### src/rtl/ckhf_pkg.sv
// ----------------------------------------------------------------------------
// ckhf_pkg
// Shared types and constants for the canonical k-mer hash filter.
// ----------------------------------------------------------------------------
package ckhf_pkg;

  localparam int MAX_K      = 32;
  localparam int KLEN_W     = 6;
  localparam int HASH_W     = 64;
  localparam int CFG_IDX_W  = 2;
  localparam int CFG_DATA_W = 64;
  localparam int QDEPTH     = 4;
  localparam int QPTR_W     = 2;

  localparam logic [CFG_IDX_W-1:0] CFG_KMER_LENGTH   = 2'd0;
  localparam logic [CFG_IDX_W-1:0] CFG_HASH_THRESHOLD = 2'd1;

  localparam logic [KLEN_W-1:0] KMER_RESET = 6'd21;
  localparam logic [KLEN_W-1:0] KMER_MAX   = 6'd32;

  localparam logic [63:0] FMIX_C1 = 64'hff51afd7ed558ccd;
  localparam logic [63:0] FMIX_C2 = 64'hc4ceb9fe1a85ec53;

  typedef struct packed {
    logic [7:0] base_char;
    logic       last_base;
  } in_word_t;

  typedef struct packed {
    logic [HASH_W-1:0] canonical_hash;
    logic              in_sketch;
  } out_word_t;

  typedef struct packed {
    logic [HASH_W-1:0] fwd;
    logic [HASH_W-1:0] rev;
  } win_pair_t;

  typedef struct packed {
    logic       valid;
    logic [1:0] code;
  } base_code_t;

  function automatic base_code_t decode_base(input logic [7:0] c);
    base_code_t r;
    r.valid = 1'b1;
    unique case (c)
      8'h41, 8'h61: r.code = 2'd0;
      8'h43, 8'h63: r.code = 2'd1;
      8'h47, 8'h67: r.code = 2'd2;
      8'h54, 8'h74: r.code = 2'd3;
      default: begin
        r.valid = 1'b0;
        r.code  = 2'd0;
      end
    endcase
    return r;
  endfunction

endpackage

### src/rtl/ckhf_fifo.sv
// ----------------------------------------------------------------------------
// ckhf_fifo
// Short queue of window pairs between the front and the hash back end.
// ----------------------------------------------------------------------------
module ckhf_fifo (
  input  logic                clk,
  input  logic                rst_n,
  input  logic                wr_en,
  input  ckhf_pkg::win_pair_t wr_data,
  output logic                full,
  input  logic                rd_en,
  output ckhf_pkg::win_pair_t rd_data,
  output logic                empty
);
  import ckhf_pkg::*;

  win_pair_t           mem [QDEPTH];
  logic [QPTR_W-1:0]   wp_r, rp_r;
  logic [QPTR_W:0]     cnt_r;
  logic                do_wr, do_rd;

  assign full    = (cnt_r == QPTR_W'(0) + (QPTR_W+1)'(QDEPTH));
  assign empty   = (cnt_r == '0);
  assign do_wr   = wr_en && !full;
  assign do_rd   = rd_en && !empty;
  assign rd_data = mem[rp_r];

  always_ff @(posedge clk) begin
    if (do_wr) mem[wp_r] <= wr_data;
  end

  always_ff @(posedge clk) begin
    if (!rst_n) begin
      wp_r  <= '0;
      rp_r  <= '0;
      cnt_r <= '0;
    end else begin
      if (do_wr) wp_r <= wp_r + QPTR_W'(1);
      if (do_rd) rp_r <= rp_r + QPTR_W'(1);
      unique case ({do_wr, do_rd})
        2'b10:   cnt_r <= cnt_r + (QPTR_W+1)'(1);
        2'b01:   cnt_r <= cnt_r - (QPTR_W+1)'(1);
        default: cnt_r <= cnt_r;
      endcase
    end
  end

endmodule

### config.mk
export PLATFORM = sky130hd
export DESIGN_NAME = ckhf_fifo
export DESIGN_NICKNAME = d
export VERILOG_FILES = /design/src/rtl/ckhf_pkg.sv /design/src/rtl/ckhf_fifo.sv
export SDC_FILE = /design/constraint.sdc
export NUM_CORES = 1
export LEC_CHECK = 0
export ABC_CLOCK_PERIOD_IN_PS = 13600
export BUFFER_PORTS_ARGS = -buffer_cell sky130_fd_sc_hd__buf_4
export CAP_MARGIN = 20
export CORE_MARGIN = 5
export CORE_UTILIZATION = 61
export CTS_BUF_LIST = sky130_fd_sc_hd__clkbuf_16
export DETAILED_ROUTE_END_ITERATION = 6
export GPL_TIMING_DRIVEN = 0
export PLACE_DENSITY = 0.9
export SETUP_SLACK_MARGIN = 0.4
export SLEW_MARGIN = 0
export SYNTH_ARGS = -nofsm -noshare
export SYNTH_HDL_FRONTEND = slang
export SYNTH_SLANG_ARGS = --single-unit
### constraint.sdc
create_clock -name clk -period 13.6 [get_ports clk]
set_input_delay 2.72 -clock clk [delete_from_list [all_inputs] [get_ports clk]]
set_output_delay 2.72 -clock clk [all_outputs]
set_load 0.02 [all_outputs]
==> flow_summary.yaml <==
status:
  status: "finished, final reports clean"
setup_path:
  cp.arrival_ns: 2.56
  path_max_fanout: 10
  path_buf_inv: 3
  crit_required_ns: 10.88
  r2r_cells: 6
  r2r-end: "mem[3][71]"
  cp_slowest_stage_delay_ns: 0.67
  slowest_stage: "clkbuf_1"
  endpoint_kind: "output pin"
  path_class: "flip-flop to output pin"
  timing.critical_path.to: "rd_data[27]"
  r2r_slack_ns: 11.04
  start_kind: "flip-flop"
  crit_family: "buffers and inverters"
  r2r-start: "cnt_r[2]"
  path_cells: "clkbuf_1 -> buf_2 -> mux4_2 -> buf_4"
  cp_num_cells: 4
die:
  io_pins: 262
  row_count: 64
  core_area_um2: 30700
  die_h_um: 187
  die-area_um2: 34900
  die_w_um: 187
  initial_core_util: 0.620
synth:
  ys_ff_latch: 521
  synth_area_um2: 19100
  syn_nets: 860
  yosysUniqueCellTypes: 23
  synth.avg_cell_area_um2: 26.4
  post_synth_main_area_contributors: "edfxtp_1 81%, mux4_2 15%, buf_12 1.1%, dfxtp_1 0.95%, buf_2 0.34%"
  syn_inst: 722
  yosysWarnings: 0
  synth_top_area_cell: "edfxtp_1"
  ys_seq_area_frac: 0.816
  yosysTopAreaCellShare: 0.807
cells_and_area:
  final_nets: 1180
  seq_area_um2: 15600
  fin_area_um2: 23300
  syn_to_final_growth_pct: 22.2
  final_cell_mix: "512 x edfxtp_1, 260 x buf_4, 128 x mux4_2"
  num-fill-cells: 1537
  final_util: 0.758
  mostFrequentLayoutCell: "edfxtp_1"
  stdcell_count: 1479
  final_layout_size_suffix_gt1_frac: 0.453
  multi_input_area_um2: 3170
sta:
  period_needed_ns: 5.28
  fmax_mhz: 189
  hold_viol_final: 0
  worst_pin_slew_ns: 0.895
  relSlewSlack: 0.404
  fin_crit_sh: 0.389
  grt_setup_unrepaired: "false"
  skew_ns: 0.00948
  setup_violations: 0
  tns_ns: 0
  slew_violations: 0
power_and_ir_drop:
  peakVddDrop_mv: 0.119
  p_leak_nw: 7.94
  finalPower_mw: 4.46
  power_density_nw_per_um2: 192
routing:
  drt_iter0_drc: 622
  dr_wl_met3_mm: 2.81
  postRouteAntennaNets: 0
  met2_length_mm: 20.5
  top_layer: "met4"
  wire_per_inst_um: 26.1
  wl_met1_mm: 14.2
  drt-total-wl_mm: 38.6
  drcViolationCount: 0
  vias: 8758
  first_pass_iters: 5
  vias_per_cell: 5.92
clocking:
  worstSkewPairLatency_ns: 0.54
  cts_setup_buffers: 0
  cts_num_sinks: 521
  post_cts_resized: 0
  ctsHoldBuffers: 0
  clock_tree.root_cell: "clkbuf_16"
  cts_buffers: 50
  htreeDepth: 2
  cts_tree: "built"
  cts.path.max_buffers: 3
  clk_pin_slew_worst_paths_ns: 0.06
grt:
  grt_max_degree: 56
  antenna_found_initial: 2
  grt_pass1_wl_mm: 58.3
  grt_use_total: 0.221
  overflow: 0
  grt_pass1_vias: 9639
placement:
  dp_hpwl_mm: 23.6
  dpl_cell_area_um2: 21700
  place.gp.congestion: 0.716
  port_buffers: 260
  placed_cells: 1386
min_path:
  hp-class: "flip-flop to flip-flop"
flow_run:
  drv_cap: 0
[sequential cells by signal (all words and copies together), names as in the netlist, named ones only]
name,count
rp_r,2
mem,512
wp_r,2
cnt_r,3
[worst min-delay path by stage]
stage / cells after the start / slack [ns] / start / endpoint
global placement: 2 / 0.47 / rp_r[0] / rp_r[0]
detailed placement: 2 / 0.49 / rp_r[0] / rp_r[0]
global route: 2 / 0.52 / wp_r[0] / wp_r[0]
floorplan: 2 / 0.46 / rp_r[0] / flip-flop
finish: 2 / 0.50 / wp_r[1] / wp_r[1]
CTS: 2 / 0.50 / wp_r[0] / wp_r[0]
[area by class of cell]
cell class	count	share of cell area
Sequential cell	521	0.668
Multi-Input combinational cell	165	0.136
Timing Repair Buffer	268	0.0932
Clock buffer	53	0.0569
Tap cell	396	0.0213
Buffer	30	0.0139
Clock inverter	38	0.00988
Inverter	6	0.000967
Antenna cell	2	0.000215
[cell families (layout without fill, tap and decap cells)]
logic type                 count (synthesis)  after routing  share of synthesized area
adders and majority gates                  6              6                    0.00433
DFF                                      521            521                      0.816
xor gates and xnor gates                   2              2                   0.000919
other                                      0              2                          0
and+or+nand+nor                           20             20                    0.00617
AOI/OAI and AO/OA                          7              7                    0.00210
muxes                                    130            130                      0.152
buffers and inverters                     36            395                     0.0181
[report_power, final]
part	switching [mW]	internal, mW
Clock	0.547	0.753
Sequential	0.0417	1.93
Combinational	0.626	0.564
Total	1.21	3.25
[per-stage QoR]
step                worst slack (ns)  hold WS (ns)
CTS                             8.28         0.502
global placement                4.77         0.473
global route                    8.27         0.521
floorplan                       7.06         0.461
detailed placement              8.67         0.486
finish                          8.32         0.500
[Yosys cell counts]
library cell,instances
mux2i_1,2
nor3b_1,1
mux4_2,128
clkbuf_2,1
or4bb_1,1
nand2_1,7
xnor2_1,1
clkbuf_1,2
buf_6,4
ha_1,5
dfxtp_1,9
nor3_2,1
or3_1,2
nor2b_1,2
o21ai_0,5
xor2_1,1
fa_1,1
buf_2,13
a21boi_0,2
edfxtp_1,512
inv_1,6
and2_1,6
buf_12,10
[metal layers]
layer,GRT usage,up-vias
met5,0,-
met4,0.0651,0
met3,0.0512,67
met2,0.383,377
met1,0.285,4557
li1,-,3757
[tightest hold or removal path, delay by kind of cell, from the launching register on]
kind,cells,cell delay [ns]
flops,1,0.34
mux,1,0.05
simple gates,1,0.06
No activity file was read; power rests on OpenSTA's default activity.
