### config.mk
export PLATFORM = sky130hd
export DESIGN_NAME = ckhf_front
export DESIGN_NICKNAME = d
export VERILOG_FILES = /design/src/rtl/ckhf_pkg.sv /design/src/rtl/ckhf_front.sv
export SDC_FILE = /design/constraint.sdc
export NUM_CORES = 1
export LEC_CHECK = 0
export BUFFER_PORTS_ARGS = -buffer_cell sky130_fd_sc_hd__buf_2
export CORE_AREA = 3 3 126 128
export CTS_CLUSTER_SIZE = 20
export DETAILED_ROUTE_END_ITERATION = 16
export DIE_AREA = 0 0 129 131
export GPL_ROUTABILITY_DRIVEN = 1
export PLACE_DENSITY = 0.72
export REMOVE_ABC_BUFFERS = 1
export SKIP_LAST_GASP = 1
export SLEW_MARGIN = 10
export SYNTH_ARGS = -nofsm -noshare
export SYNTH_HDL_FRONTEND = slang
export SYNTH_SLANG_ARGS = --single-unit
### constraint.sdc
create_clock -name clk -period 6.7 [get_ports clk]
set_input_delay 0.67 -clock clk [delete_from_list [all_inputs] [get_ports clk]]
set_output_delay 0.67 -clock clk [all_outputs]
set_load 0.005 [all_outputs]
### src/rtl/ckhf_pkg.sv
// ----------------------------------------------------------------------------
// ckhf_pkg
// Shared types and constants for the canonical k-mer hash filter.
// ----------------------------------------------------------------------------
package ckhf_pkg;

  localparam int MAX_K      = 32;
  localparam int KLEN_W     = 6;
  localparam int HASH_W     = 64;
  localparam int CFG_IDX_W  = 2;
  localparam int CFG_DATA_W = 64;
  localparam int QDEPTH     = 4;
  localparam int QPTR_W     = 2;

  localparam logic [CFG_IDX_W-1:0] CFG_KMER_LENGTH   = 2'd0;
  localparam logic [CFG_IDX_W-1:0] CFG_HASH_THRESHOLD = 2'd1;

  localparam logic [KLEN_W-1:0] KMER_RESET = 6'd21;
  localparam logic [KLEN_W-1:0] KMER_MAX   = 6'd32;

  localparam logic [63:0] FMIX_C1 = 64'hff51afd7ed558ccd;
  localparam logic [63:0] FMIX_C2 = 64'hc4ceb9fe1a85ec53;

  typedef struct packed {
    logic [7:0] base_char;
    logic       last_base;
  } in_word_t;

  typedef struct packed {
    logic [HASH_W-1:0] canonical_hash;
    logic              in_sketch;
  } out_word_t;

  typedef struct packed {
    logic [HASH_W-1:0] fwd;
    logic [HASH_W-1:0] rev;
  } win_pair_t;

  typedef struct packed {
    logic       valid;
    logic [1:0] code;
  } base_code_t;

  function automatic base_code_t decode_base(input logic [7:0] c);
    base_code_t r;
    r.valid = 1'b1;
    unique case (c)
      8'h41, 8'h61: r.code = 2'd0;
      8'h43, 8'h63: r.code = 2'd1;
      8'h47, 8'h67: r.code = 2'd2;
      8'h54, 8'h74: r.code = 2'd3;
      default: begin
        r.valid = 1'b0;
        r.code  = 2'd0;
      end
    endcase
    return r;
  endfunction

endpackage

### src/rtl/ckhf_front.sv
// ----------------------------------------------------------------------------
// ckhf_front
// Rolling forward and reverse-complement windows; queues full windows.
// ----------------------------------------------------------------------------
module ckhf_front (
  input  logic                     clk,
  input  logic                     rst_n,
  input  logic                     in_take,
  input  ckhf_pkg::in_word_t       in_word,
  input  logic [ckhf_pkg::KLEN_W-1:0] kmer_length,
  input  logic                     win_clear,
  output logic                     q_push,
  output ckhf_pkg::win_pair_t      q_data
);
  import ckhf_pkg::*;

  logic [HASH_W-1:0] fwd_r, fwd_nxt;
  logic [HASH_W-1:0] rev_r, rev_nxt;
  logic [KLEN_W-1:0] cnt_r, cnt_nxt;

  logic [KLEN_W-1:0] k_eff;
  logic [HASH_W-1:0] mask;
  logic [HASH_W-1:0] fwd_sh, rev_sh;
  logic [KLEN_W-1:0] cnt_inc;
  logic [KLEN_W-1:0] k_m1;
  base_code_t        bc;

  always_comb begin
    priority if (kmer_length == '0) k_eff = 6'd1;
    else if (kmer_length > KMER_MAX) k_eff = KMER_MAX;
    else k_eff = kmer_length;
  end

  assign k_m1    = k_eff - 6'd1;
  assign mask    = (k_eff == KMER_MAX) ? '1 : ((64'd1 << {k_eff, 1'b0}) - 64'd1);
  assign bc      = decode_base(in_word.base_char);
  assign fwd_sh  = ((fwd_r << 2) | {62'd0, bc.code}) & mask;
  assign rev_sh  = ((rev_r >> 2) | ({62'd0, 2'd3 - bc.code} << {k_m1, 1'b0})) & mask;
  assign cnt_inc = (cnt_r < KMER_MAX) ? cnt_r + 6'd1 : cnt_r;

  always_comb begin
    fwd_nxt = fwd_r;
    rev_nxt = rev_r;
    cnt_nxt = cnt_r;
    q_push  = 1'b0;
    q_data.fwd = fwd_sh;
    q_data.rev = rev_sh;
    priority if (win_clear) begin
      fwd_nxt = '0;
      rev_nxt = '0;
      cnt_nxt = '0;
    end else if (in_take) begin
      if (!bc.valid || in_word.last_base) begin
        fwd_nxt = '0;
        rev_nxt = '0;
        cnt_nxt = '0;
      end else begin
        fwd_nxt = fwd_sh;
        rev_nxt = rev_sh;
        cnt_nxt = cnt_inc;
      end
      q_push = bc.valid && (cnt_inc >= k_eff);
    end else begin
      // hold the window
    end
  end

  always_ff @(posedge clk) begin
    if (!rst_n) begin
      fwd_r <= '0;
      rev_r <= '0;
      cnt_r <= '0;
    end else begin
      fwd_r <= fwd_nxt;
      rev_r <= rev_nxt;
      cnt_r <= cnt_nxt;
    end
  end

endmodule

==> results of run 1 <==
power by group through the flow:
| stage | combinational, mW | clock, mW | sequential, mW |
|---|---|---|---|
| global placement | 0.272 | 0 | 0.790 |
| finish | 0.281 | 0.870 | 0.773 |
| floorplan | 0.159 | 0 | 0.790 |
| CTS | 0.272 | 0.878 | 0.773 |
| global route | 0.297 | 0.912 | 0.773 |
| detailed placement | 0.271 | 0 | 0.790 |
registers in the layout, indices dropped and copies added, names as in the netlist:
name and count:
cnt_r 6, fwd_r 62, rev_r 62
final cells by class:
class                           count  area share, %
Sequential cell                   130          29.82
Multi-Input combinational cell    679          50.68
Inverter                           24          1.032
Clock buffer                       22          5.204
Tap cell                          188          2.695
Timing Repair Buffer              160          9.577
Clock inverter                     10         0.9892
worst min-delay path: stages, from the launching register on:
cell	delay [ps]
sky130_fd_sc_hd__dfxtp_1	310
sky130_fd_sc_hd__nand2_1	50
sky130_fd_sc_hd__o21ai_1	50
worst min-delay path by stage:
stage               startpoint         to  slack (ps)  depth (start not counted)
floorplan            fwd_r[53]  fwd_r[53]         420                          2
global placement     fwd_r[53]  fwd_r[53]         420                          2
detailed placement   fwd_r[53]  fwd_r[53]         440                          2
CTS                  fwd_r[40]  fwd_r[40]         450                          2
global route         fwd_r[40]  fwd_r[40]         470                          2
finish               fwd_r[40]  fwd_r[40]         450                          2
cells by family after synthesis:
logic type / Yosys count / share of synthesized area, %
AO/OA/AOI/OAI: 284 / 28.99
AND/OR/NAND/NOR: 349 / 24.48
multiplexers: 8 / 1.176
XOR/XNOR: 25 / 2.983
adder cells (fa/ha/maj): 13 / 2.216
flip-flops: 130 / 35.45
buffers and inverters: 85 / 4.704
cell usage in the layout, fill, tap and decap left out, drive strengths merged, types with 4 or more instances in the layout:
cell type,n
ha,13
a21oi,78
o31ai,9
nor3b,7
nor2,123
xnor2,13
a21boi,10
a22o,81
mux2i,6
inv,21
nand3,8
a32o,6
o21ai,12
dfxtp,130
clkinv,9
buf,160
or3,4
and3,7
clkbuf,22
a21o,17
o21a,5
a22oi,33
nand2b,9
nand2,67
nand4,5
o211ai,6
nor3,23
xor2,12
nor4,11
and2,38
a31oi,6
nor2b,27
per-layer routing:
| layer | track usage (%) | vias up | share of wire [%] |
|---|---|---|---|
| met1 | 40.49 | 3539 | 42 |
| met5 | 0 | - | 0 |
| li1 | - | 3479 | - |
| met4 | 11.98 | 0 | 3.4 |
| met2 | 46.80 | 394 | 45 |
| met3 | 7.886 | 70 | 9.2 |
==> results.yml, run 1 <==
routing:
  detailedRoute.firstPassIterationCount: 7
  final_antenna_net_count: 0
  post-route-drc-count: 0
  detail_route.iter0.violations: 896
  wl_per_cell_um: 21.37
  postRouteWirelength_um: 25930
  via_count: 7482
  route.detailed.vias_per_inst: 6.168
final_layout:
  final_area_um2: 8727
  non_filler_cells_in_the_finished_layout: 1213
  register_area_um2: 2603
  num-fill-cells: 1396
  syn2layout_area_growth_pct: 18.89
  antenna_cells: 0
  drive_above_1_share_pct: 21.17
  multi_input_area_um2: 4423
  finalCoreUtilization_pct: 58.27
  nets: 1044
setup_path:
  arrival_ps: 4690
  crit_required_ps: 6030
  worst_path_cell_trace: "buf_2 > nor4_1 > o21a_1 > inv_1 > ha_1 > or4_1 > a221oi_4 > nand4b_4 > a31oi_4 > nand2_1 > mux2i_2 > nor2_1 > buf_2"
  timing.critical_path.to_type: "primary output"
  timing.critical_path.from_type: "input port"
  criticalPathCategory: "in -> out"
  path_buf_inv: 3
  worst_r2r_startpoint: "cnt_r[0]"
  rr_worst_depth: 6
  most_common_cell_type_on_the_critical_path: "sky130_fd_sc_hd__buf_2"
  cp-endpoint: "q_data[56]"
  crit_start: "kmer_length[3]"
  crit_path_max_incr_delay_ps: 810
  worst_path_dominant_cell_family: "simple AND/OR/NAND/NOR gates"
  worstReg2RegEnd: "cnt_r[4]"
  regToRegSetupSlack_ps: 5250
  timing.critical_path.depth: 13
  critical_path.max_fanout: 36
  critical_path.slowest_cell: "sky130_fd_sc_hd__or4_1"
floorplanning:
  core_footprint_um2: 14980
  chipWidth_um: 129
  initial_utilization_pct: 49.01
  die_area_um2: 16900
  die-height_um: 131
  placementRows: 45
  io_pins: 148
clocking:
  htree_levels: 4
  cts_tree: "yes"
  hold_buffers: 0
  cts_sinks: 130
  cts.path.max_buffers: 2
  clk_pin_slew_worst_paths_ps: 60
  clock_latency_ps: 430
  cts_resized: 0
  post-cts-setup-buffers: 0
  root_buffer: "sky130_fd_sc_hd__clkbuf_16"
  cts_buffers: 17
yosys:
  yosys_most_used_dff: "sky130_fd_sc_hd__dfxtp_1"
  synth.top_cells.by_count: "sky130_fd_sc_hd__dfxtp_1 (130), sky130_fd_sc_hd__nor2_1 (123), sky130_fd_sc_hd__a22o_1 (81)"
  synth_top_cells_by_area: "sky130_fd_sc_hd__dfxtp_1 (35%), sky130_fd_sc_hd__a22o_1 (9.7%), sky130_fd_sc_hd__nor2_1 (6.3%), sky130_fd_sc_hd__a21oi_1 (5.3%), sky130_fd_sc_hd__nand2_1 (3.4%)"
  synth.cell_area_um2: 7341
  netlist_instances: 894
  async_flop_share_pct: 0
  post_synth.cell_area_avg_um2: 8.211
  synth-edff-count: 0
  synth.distinct_cells: 71
  yosys_warnings: 0
  post-synth-top-count-cell: "sky130_fd_sc_hd__dfxtp_1"
  synth_seq_area_share_pct: 35.45
  postSynthRegisterBits: 130
  synth_top_area_cell: "sky130_fd_sc_hd__dfxtp_1"
  area_fraction_of_the_dominant_cell_type_after_synthesis_pct: 35.45
placed_design:
  place_ws_ps: 1512
  detailed_place.area_um2: 8187
  port_buffers: 146
  final_hpwl_from_detailed_placement_um: 17860
  place_inst: 1181
  globalplace.congestion: 0.9808
grt:
  grt_remaining_overflow: 0
  grt_first_pass_wirelength_um: 39170
  track_usage_pct: 30.26
  antenna_found_initial: 0
  grt_max_degree: 95
  vias_in_the_first_global_route: 6838
worst_hold_path:
  timing.hold.worst.class: "reg -> reg"
pwr:
  power.sequential.fraction_pct: 40.2
  design_internal_power_mw: 1.366
  total_switching_power_mw: 0.5583
  cellLeakagePower_nw: 3.915
  p_total_mw: 1.924
  clock_power_share_pct: 45.2
  power.share.switching_pct: 29.02
  power_per_cell_area_nw_per_um2: 220.5
  vdd_ir_drop_max_mv: 0.1828
  combPwrFrac_pct: 14.6
timing:
  grt_setup_unrepaired: "no"
  setup_slack_ps: 1337
  timing.hold.ws_ps: 448.1
  number_of_max_slew_violations_in_the_final_report: 0
  timing.final.setup_violations: 0
  measured_slew_at_the_worst_slew_check_pin_ps: 1248
  timing.final.crit_share_pct: 80.05
  slew_headroom_pct: 16.35
  final_period_minus_worst_setup_slack_ps: 5363
  final.setup_skew_ps: 9.322
  setup_tns_ps: 0
  timing.final.hold_violations: 0
  timing.fmax_ghz: 0.1865
outcome:
  status: "finished, final reports clean"
flow_run:
  cap_viol_max_count: 0
(Power assumes the default switching activity.)
==> inputs of run 2 (changes only) <==
--- a/config.mk
+++ b/config.mk
@@ -11,7 +11,7 @@
 export DETAILED_ROUTE_END_ITERATION = 16
 export DIE_AREA = 0 0 129 131
 export GPL_ROUTABILITY_DRIVEN = 1
-export PLACE_DENSITY = 0.72
+export PLACE_DENSITY = 0.75
 export REMOVE_ABC_BUFFERS = 1
 export SKIP_LAST_GASP = 1
 export SLEW_MARGIN = 10
==> constraint.sdc (replaced) <==
create_clock -name clk -period 4.31 [get_ports clk]
set_input_delay 0.431 -clock clk [delete_from_list [all_inputs] [get_ports clk]]
set_output_delay 0.431 -clock clk [all_outputs]
set_load 0.005 [all_outputs]
==> run 2 against run 1 <==
  * Critical path depth stayed put
  * Largest power group unchanged
  * Critical path type unchanged
  * Wire length rose by 2.7%
  * Clock power rose by 85%
==> results.yml, run 2 (synthesis gave the netlist of run 1 again) <==
outcome:
  status: "finished, final reports clean"
placed_design:
  place_inst: 1226
  globalplace.congestion: 1.014
  detailed_place.area_um2: 8512
  port_buffers: 146
  final_hpwl_from_detailed_placement_um: 19070
grt:
  grt_remaining_overflow: 0
  vias_in_the_first_global_route: 7315
  antenna_found_initial: 0
  grt_first_pass_wirelength_um: 40970
  track_usage_pct: 31.39
  grt_max_degree: 65
routing:
  route.detailed.vias_per_inst: 6.111
  detailedRoute.firstPassIterationCount: 5
  detail_route.iter0.violations: 794
  via_count: 7688
  postRouteWirelength_um: 26620
  final_antenna_net_count: 0
  post-route-drc-count: 0
  wl_per_cell_um: 21.16
timing:
  final.setup_skew_ps: 6.884
  timing.final.crit_share_pct: 92.92
  number_of_max_slew_violations_in_the_final_report: 0
  final_period_minus_worst_setup_slack_ps: 4005
  grt_setup_unrepaired: "no"
  slew_headroom_pct: 26.18
  timing.final.setup_violations: 0
  measured_slew_at_the_worst_slew_check_pin_ps: 1101
  timing.fmax_ghz: 0.2497
  setup_tns_ps: 0
  timing.final.hold_violations: 0
  timing.hold.ws_ps: 401.8
setup_path:
  timing.critical_path.from_type: "input port"
  timing.critical_path.to_type: "primary output"
  worstReg2RegEnd: "cnt_r[4]"
  rr_worst_depth: 6
  worst_r2r_startpoint: "cnt_r[0]"
  regToRegSetupSlack_ps: 2910
  criticalPathCategory: "in -> out"
  arrival_ps: 3570
  critical_path.max_fanout: 16
  crit_required_ps: 3880
final_layout:
  drive_above_1_share_pct: 24.58
  syn2layout_area_growth_pct: 24.80
  antenna_cells: 0
  multi_input_area_um2: 4410
  most_common_cell_after_layout_fill_and_taps_aside: "sky130_fd_sc_hd__buf_2"
  final_area_um2: 9161
  nets: 1089
  register_area_um2: 2603
  layout.cells.most_common_list: "sky130_fd_sc_hd__buf_2 (146), sky130_fd_sc_hd__dfxtp_1 (130), sky130_fd_sc_hd__nor2_1 (122)"
  reg_top3: "fwd_r: 62 flops, rev_r: 62 flops, cnt_r: 6 flops"
  num-fill-cells: 1374
  non_filler_cells_in_the_finished_layout: 1258
floorplanning:
  placementRows: 45
  die_area_um2: 16900
  initial_utilization_pct: 49.01
  io_pins: 148
  core_footprint_um2: 14980
  chipWidth_um: 129
  die-height_um: 131
clocking:
  cts_buffers: 17
  cts.path.max_buffers: 2
  clock_latency_ps: 430
  htree_levels: 4
  cts_sinks: 130
  cts_tree: "yes"
  hold_buffers: 0
  post-cts-setup-buffers: 0
  clk_pin_slew_worst_paths_ps: 50
  cts_resized: 0
  root_buffer: "sky130_fd_sc_hd__clkbuf_16"
worst_hold_path:
  timing.hold.worst.class: "in -> reg"
  hold_depth: 4
  holdCritStartpoint: "in_take"
  worstHoldEndpoint: "cnt_r[0]"
pwr:
  cellLeakagePower_nw: 4.190
  power_per_cell_area_nw_per_um2: 359.3
  vdd_ir_drop_max_mv: 0.2758
flow_run:
  cap_viol_max_count: 0
## run 2: cell types whose count changed in the layout (fill, tap and decap cells not counted), sizes merged
cell	before	now
buf	160	205
bufinv	1	5
clkbuf	22	19
clkinv	9	8
clkinvlp	3	2
inv	21	22
## run 2: report_power, final
| group | total, mW | internal [mW] | switching [mW] |
|---|---|---|---|
| sequential | 1.20 | 1.20 | 0.0000734 |
| clock | 1.61 | 1.04 | 0.570 |
| combinational | 0.478 | 0.155 | 0.323 |
| total | 3.29 | 2.40 | 0.893 |
## run 2: critical path, stage by stage
cell                        delay, ps
sky130_fd_sc_hd__buf_2            130
sky130_fd_sc_hd__nor4_1           260
sky130_fd_sc_hd__o21a_1           160
sky130_fd_sc_hd__inv_1             70
sky130_fd_sc_hd__ha_1             270
sky130_fd_sc_hd__buf_4            230
sky130_fd_sc_hd__nor4_4           420
sky130_fd_sc_hd__o32ai_4          160
sky130_fd_sc_hd__a2111oi_4        520
sky130_fd_sc_hd__nand3_1          230
sky130_fd_sc_hd__xor2_1           360
sky130_fd_sc_hd__and2_1           210
sky130_fd_sc_hd__buf_2            120
## run 2: how the worst max path moves through the flow
stage	cells after the start	start	end	slack, ps
floorplan	3	win_clear	fwd_r[36]	-620
global placement	13	kmer_length[4]	q_data[50]	430
detailed placement	13	kmer_length[4]	q_data[50]	420
CTS	13	kmer_length[4]	q_data[50]	400
global route	13	kmer_length[1]	q_data[122]	140
finish	13	kmer_length[1]	q_data[50]	300
## run 2: layout make-up
type	count	area share, %
Multi-Input combinational cell	679	48.14
Sequential cell	130	28.41
Tap cell	188	2.568
Clock buffer	19	4.835
Inverter	24	0.9833
Timing Repair Buffer	205	12.81
Clock inverter	13	2.253
## run 2: through the flow
stage	utilization (%)	power, mW	worst slack (ps)
4_1_cts	61.17	3.290	395.5
6_report	61.17	3.291	305.0
2_1_floorplan	-	1.476	-622.4
5_1_grt	61.17	3.376	142.8
3_5_place_dp	56.83	1.691	423.9
3_3_place_gp	56.83	1.691	427.2
## run 2: routing by layer
layer / global-route usage (%) / wire, µm / vias to the layer above
met5: 0 / 0 / -
met3: 5.691 / 2136 / 64
li1: - / - / 3560
met1: 41.80 / 11320 / 3674
met4: 13.59 / 984 / 0
met2: 50.03 / 12180 / 390
==> inputs of run 3 (changes only) <==
--- a/config.mk
+++ b/config.mk
@@ -6,15 +6,16 @@
 export NUM_CORES = 1
 export LEC_CHECK = 0
 export BUFFER_PORTS_ARGS = -buffer_cell sky130_fd_sc_hd__buf_2
-export CORE_AREA = 3 3 126 128
+export CORE_AREA = 3 3 140 142
 export CTS_CLUSTER_SIZE = 20
 export DETAILED_ROUTE_END_ITERATION = 16
-export DIE_AREA = 0 0 129 131
+export DIE_AREA = 0 0 143 145
 export GPL_ROUTABILITY_DRIVEN = 1
-export PLACE_DENSITY = 0.75
+export PLACE_DENSITY = 0.63
 export REMOVE_ABC_BUFFERS = 1
 export SKIP_LAST_GASP = 1
 export SLEW_MARGIN = 10
 export SYNTH_ARGS = -nofsm -noshare
 export SYNTH_HDL_FRONTEND = slang
 export SYNTH_SLANG_ARGS = --single-unit
+export TNS_END_PERCENT = 10
==> run 3 against run 2 <==
  * Clock-buffer cell count increased by 1
  * Worst setup slack worse by 150 ps
  * Register-to-register slack lost 40 ps
  * Cell count increased by 7.6%
  * Global-route usage is 4.9 points lower
  * Sequential power hardly changed
  * Worst hold slack lost 7.5 ps
  * Highest routed layer unchanged
==> results.yml, run 3 (synthesis gave the netlist of run 1 again) <==
floorplanning:
  io_pins: 148
  die-height_um: 145
  placementRows: 50
  chipWidth_um: 143
  core_footprint_um2: 18580
  initial_utilization_pct: 39.51
  die_area_um2: 20740
clocking:
  hold_buffers: 0
  post-cts-setup-buffers: 0
  cts_sinks: 130
  cts.path.max_buffers: 2
  cts_resized: 0
  htree_levels: 4
  root_buffer: "sky130_fd_sc_hd__clkbuf_16"
  clock_latency_ps: 430
  clk_pin_slew_worst_paths_ps: 60
  cts_tree: "yes"
  cts_buffers: 17
timing:
  measured_slew_at_the_worst_slew_check_pin_ps: 1139
  final.setup_skew_ps: 8.342
  grt_setup_unrepaired: "yes"
  timing.final.setup_violations: 0
  timing.final.crit_share_pct: 96.47
  timing.final.hold_violations: 0
  number_of_max_slew_violations_in_the_final_report: 0
  slew_headroom_pct: 23.62
  final_period_minus_worst_setup_slack_ps: 4158
  timing.fmax_ghz: 0.2405
  timing.hold.ws_ps: 394.3
final_layout:
  antenna_cells: 0
  nets: 1138
  final_area_um2: 9518
  layout.cells.most_common_list: "sky130_fd_sc_hd__buf_2 (146), sky130_fd_sc_hd__dfxtp_1 (130), sky130_fd_sc_hd__nor2_1 (122)"
  most_common_cell_after_layout_fill_and_taps_aside: "sky130_fd_sc_hd__buf_2"
  drive_above_1_share_pct: 28.06
  syn2layout_area_growth_pct: 29.66
  reg_top3: "fwd_r: 62 flops, rev_r: 62 flops, cnt_r: 6 flops"
routing:
  post-route-drc-count: 0
  wl_per_cell_um: 20.81
  final_antenna_net_count: 0
  postRouteWirelength_um: 28160
  detail_route.iter0.violations: 582
  via_count: 7637
  route.detailed.vias_per_inst: 5.644
  detailedRoute.firstPassIterationCount: 5
setup_path:
  worst_r2r_startpoint: "cnt_r[0]"
  timing.critical_path.from_type: "input port"
  arrival_ps: 3730
  critical_path.max_fanout: 4
  rr_worst_depth: 6
  criticalPathCategory: "in -> out"
  crit_required_ps: 3880
  worstReg2RegEnd: "cnt_r[4]"
  regToRegSetupSlack_ps: 2870
  timing.critical_path.to_type: "primary output"
grt:
  grt_busiest_layer: "met2"
  met2_usage_pct: 41.71
  grt_first_pass_wirelength_um: 42520
  global_route.usage.met1_pct: 36.47
  grt_use_met3_pct: 4.911
  track_usage_pct: 26.46
  grt_remaining_overflow: 0
  vias_in_the_first_global_route: 7304
  antenna_found_initial: 0
  grt_max_degree: 41
pwr:
  power_per_cell_area_nw_per_um2: 327.0
  cellLeakagePower_nw: 4.405
  design_internal_power_mw: 2.199
  combPwrFrac_pct: 16.9
  power.share.switching_pct: 29.35
  total_switching_power_mw: 0.9133
  vdd_ir_drop_max_mv: 0.2969
  power.sequential.fraction_pct: 38.6
  clock_power_share_pct: 44.4
placed_design:
  port_buffers: 146
  final_hpwl_from_detailed_placement_um: 20760
  detailed_place.area_um2: 8952
  globalplace.congestion: 0.9948
worst_hold_path:
  timing.hold.worst.class: "in -> reg"
  hold_depth: 4
  holdCritStartpoint: "in_take"
  worstHoldEndpoint: "cnt_r[0]"
outcome:
  status: "finished, final reports clean"
flow_run:
  cap_viol_max_count: 0
run 3: cell types whose count changed in the layout (fill, tap and decap cells not counted), sizes merged:
cell / previous run / this run
buf: 205 / 254
clkinv: 8 / 11
bufinv: 5 / 1
clkbuf: 19 / 20
run 3: worst max-delay path by stage:
stage,from,endpoint,slack [ps],depth (start not counted)
4_1_cts,kmer_length[1],q_data[28],170,13
5_1_grt,kmer_length[1],q_data[38],-10,12
2_1_floorplan,win_clear,fwd_r[36],-620,3
3_3_place_gp,kmer_length[1],q_data[28],260,13
6_report,kmer_length[1],q_data[51],150,13
3_5_place_dp,kmer_length[1],q_data[28],240,13
run 3: area by class of cell:
class / count / area, µm²
Fill cell: 1817 / 9062
Sequential cell: 130 / 2603
Clock buffer: 20 / 446.7
Clock inverter: 12 / 108.9
Inverter: 24 / 90.09
Multi-Input combinational cell: 679 / 4423
Timing Repair Buffer: 254 / 1554
Tap cell: 234 / 292.8
run 3: power by group through the flow:
| stage | logic, mW | registers, mW | clock network, mW |
|---|---|---|---|
| finish | 0.527 | 1.20 | 1.38 |
| global placement | 0.515 | 1.23 | 0 |
| floorplan | 0.248 | 1.23 | 0 |
| CTS | 0.516 | 1.20 | 1.41 |
| global route | 0.557 | 1.20 | 1.45 |
| detailed placement | 0.514 | 1.23 | 0 |
run 3: metal layers:
metal / vias to the layer above / wire length (µm)
met5: - / 0
met4: 0 / 720
met3: 41 / 2052
met2: 320 / 12920
met1: 3613 / 12470
li1: 3663 / -
run 3: worst max-delay path, stage by stage:
cell and delay (ps):
sky130_fd_sc_hd__buf_2 150, sky130_fd_sc_hd__nor4_1 500, sky130_fd_sc_hd__o21a_1 190, sky130_fd_sc_hd__inv_1 70, sky130_fd_sc_hd__ha_1 240, sky130_fd_sc_hd__or4_1 610, sky130_fd_sc_hd__a221oi_4 240, sky130_fd_sc_hd__buf_4 190
sky130_fd_sc_hd__and2b_1 170, sky130_fd_sc_hd__nand4_1 300, sky130_fd_sc_hd__and2_1 300, sky130_fd_sc_hd__nor2_1 180, sky130_fd_sc_hd__buf_2 150
run 3: metrics by stage:
| step | worst slack [ps] | total power, mW | utilization (%) | std cells | TNS (ps) |
|---|---|---|---|---|---|
| global placement | 257.8 | 1.743 | 48.18 | 1321 | 0 |
| global route | -13.62 | 3.211 | 51.23 | 1353 | -23.47 |
| detailed placement | 239.8 | 1.742 | 48.18 | 1321 | 0 |
| finish | 152.1 | 3.112 | 51.23 | 1353 | 0 |
| CTS | 165.6 | 3.126 | 51.17 | 1353 | 0 |
| floorplan | -622.4 | 1.476 | - | 833 | -44930 |
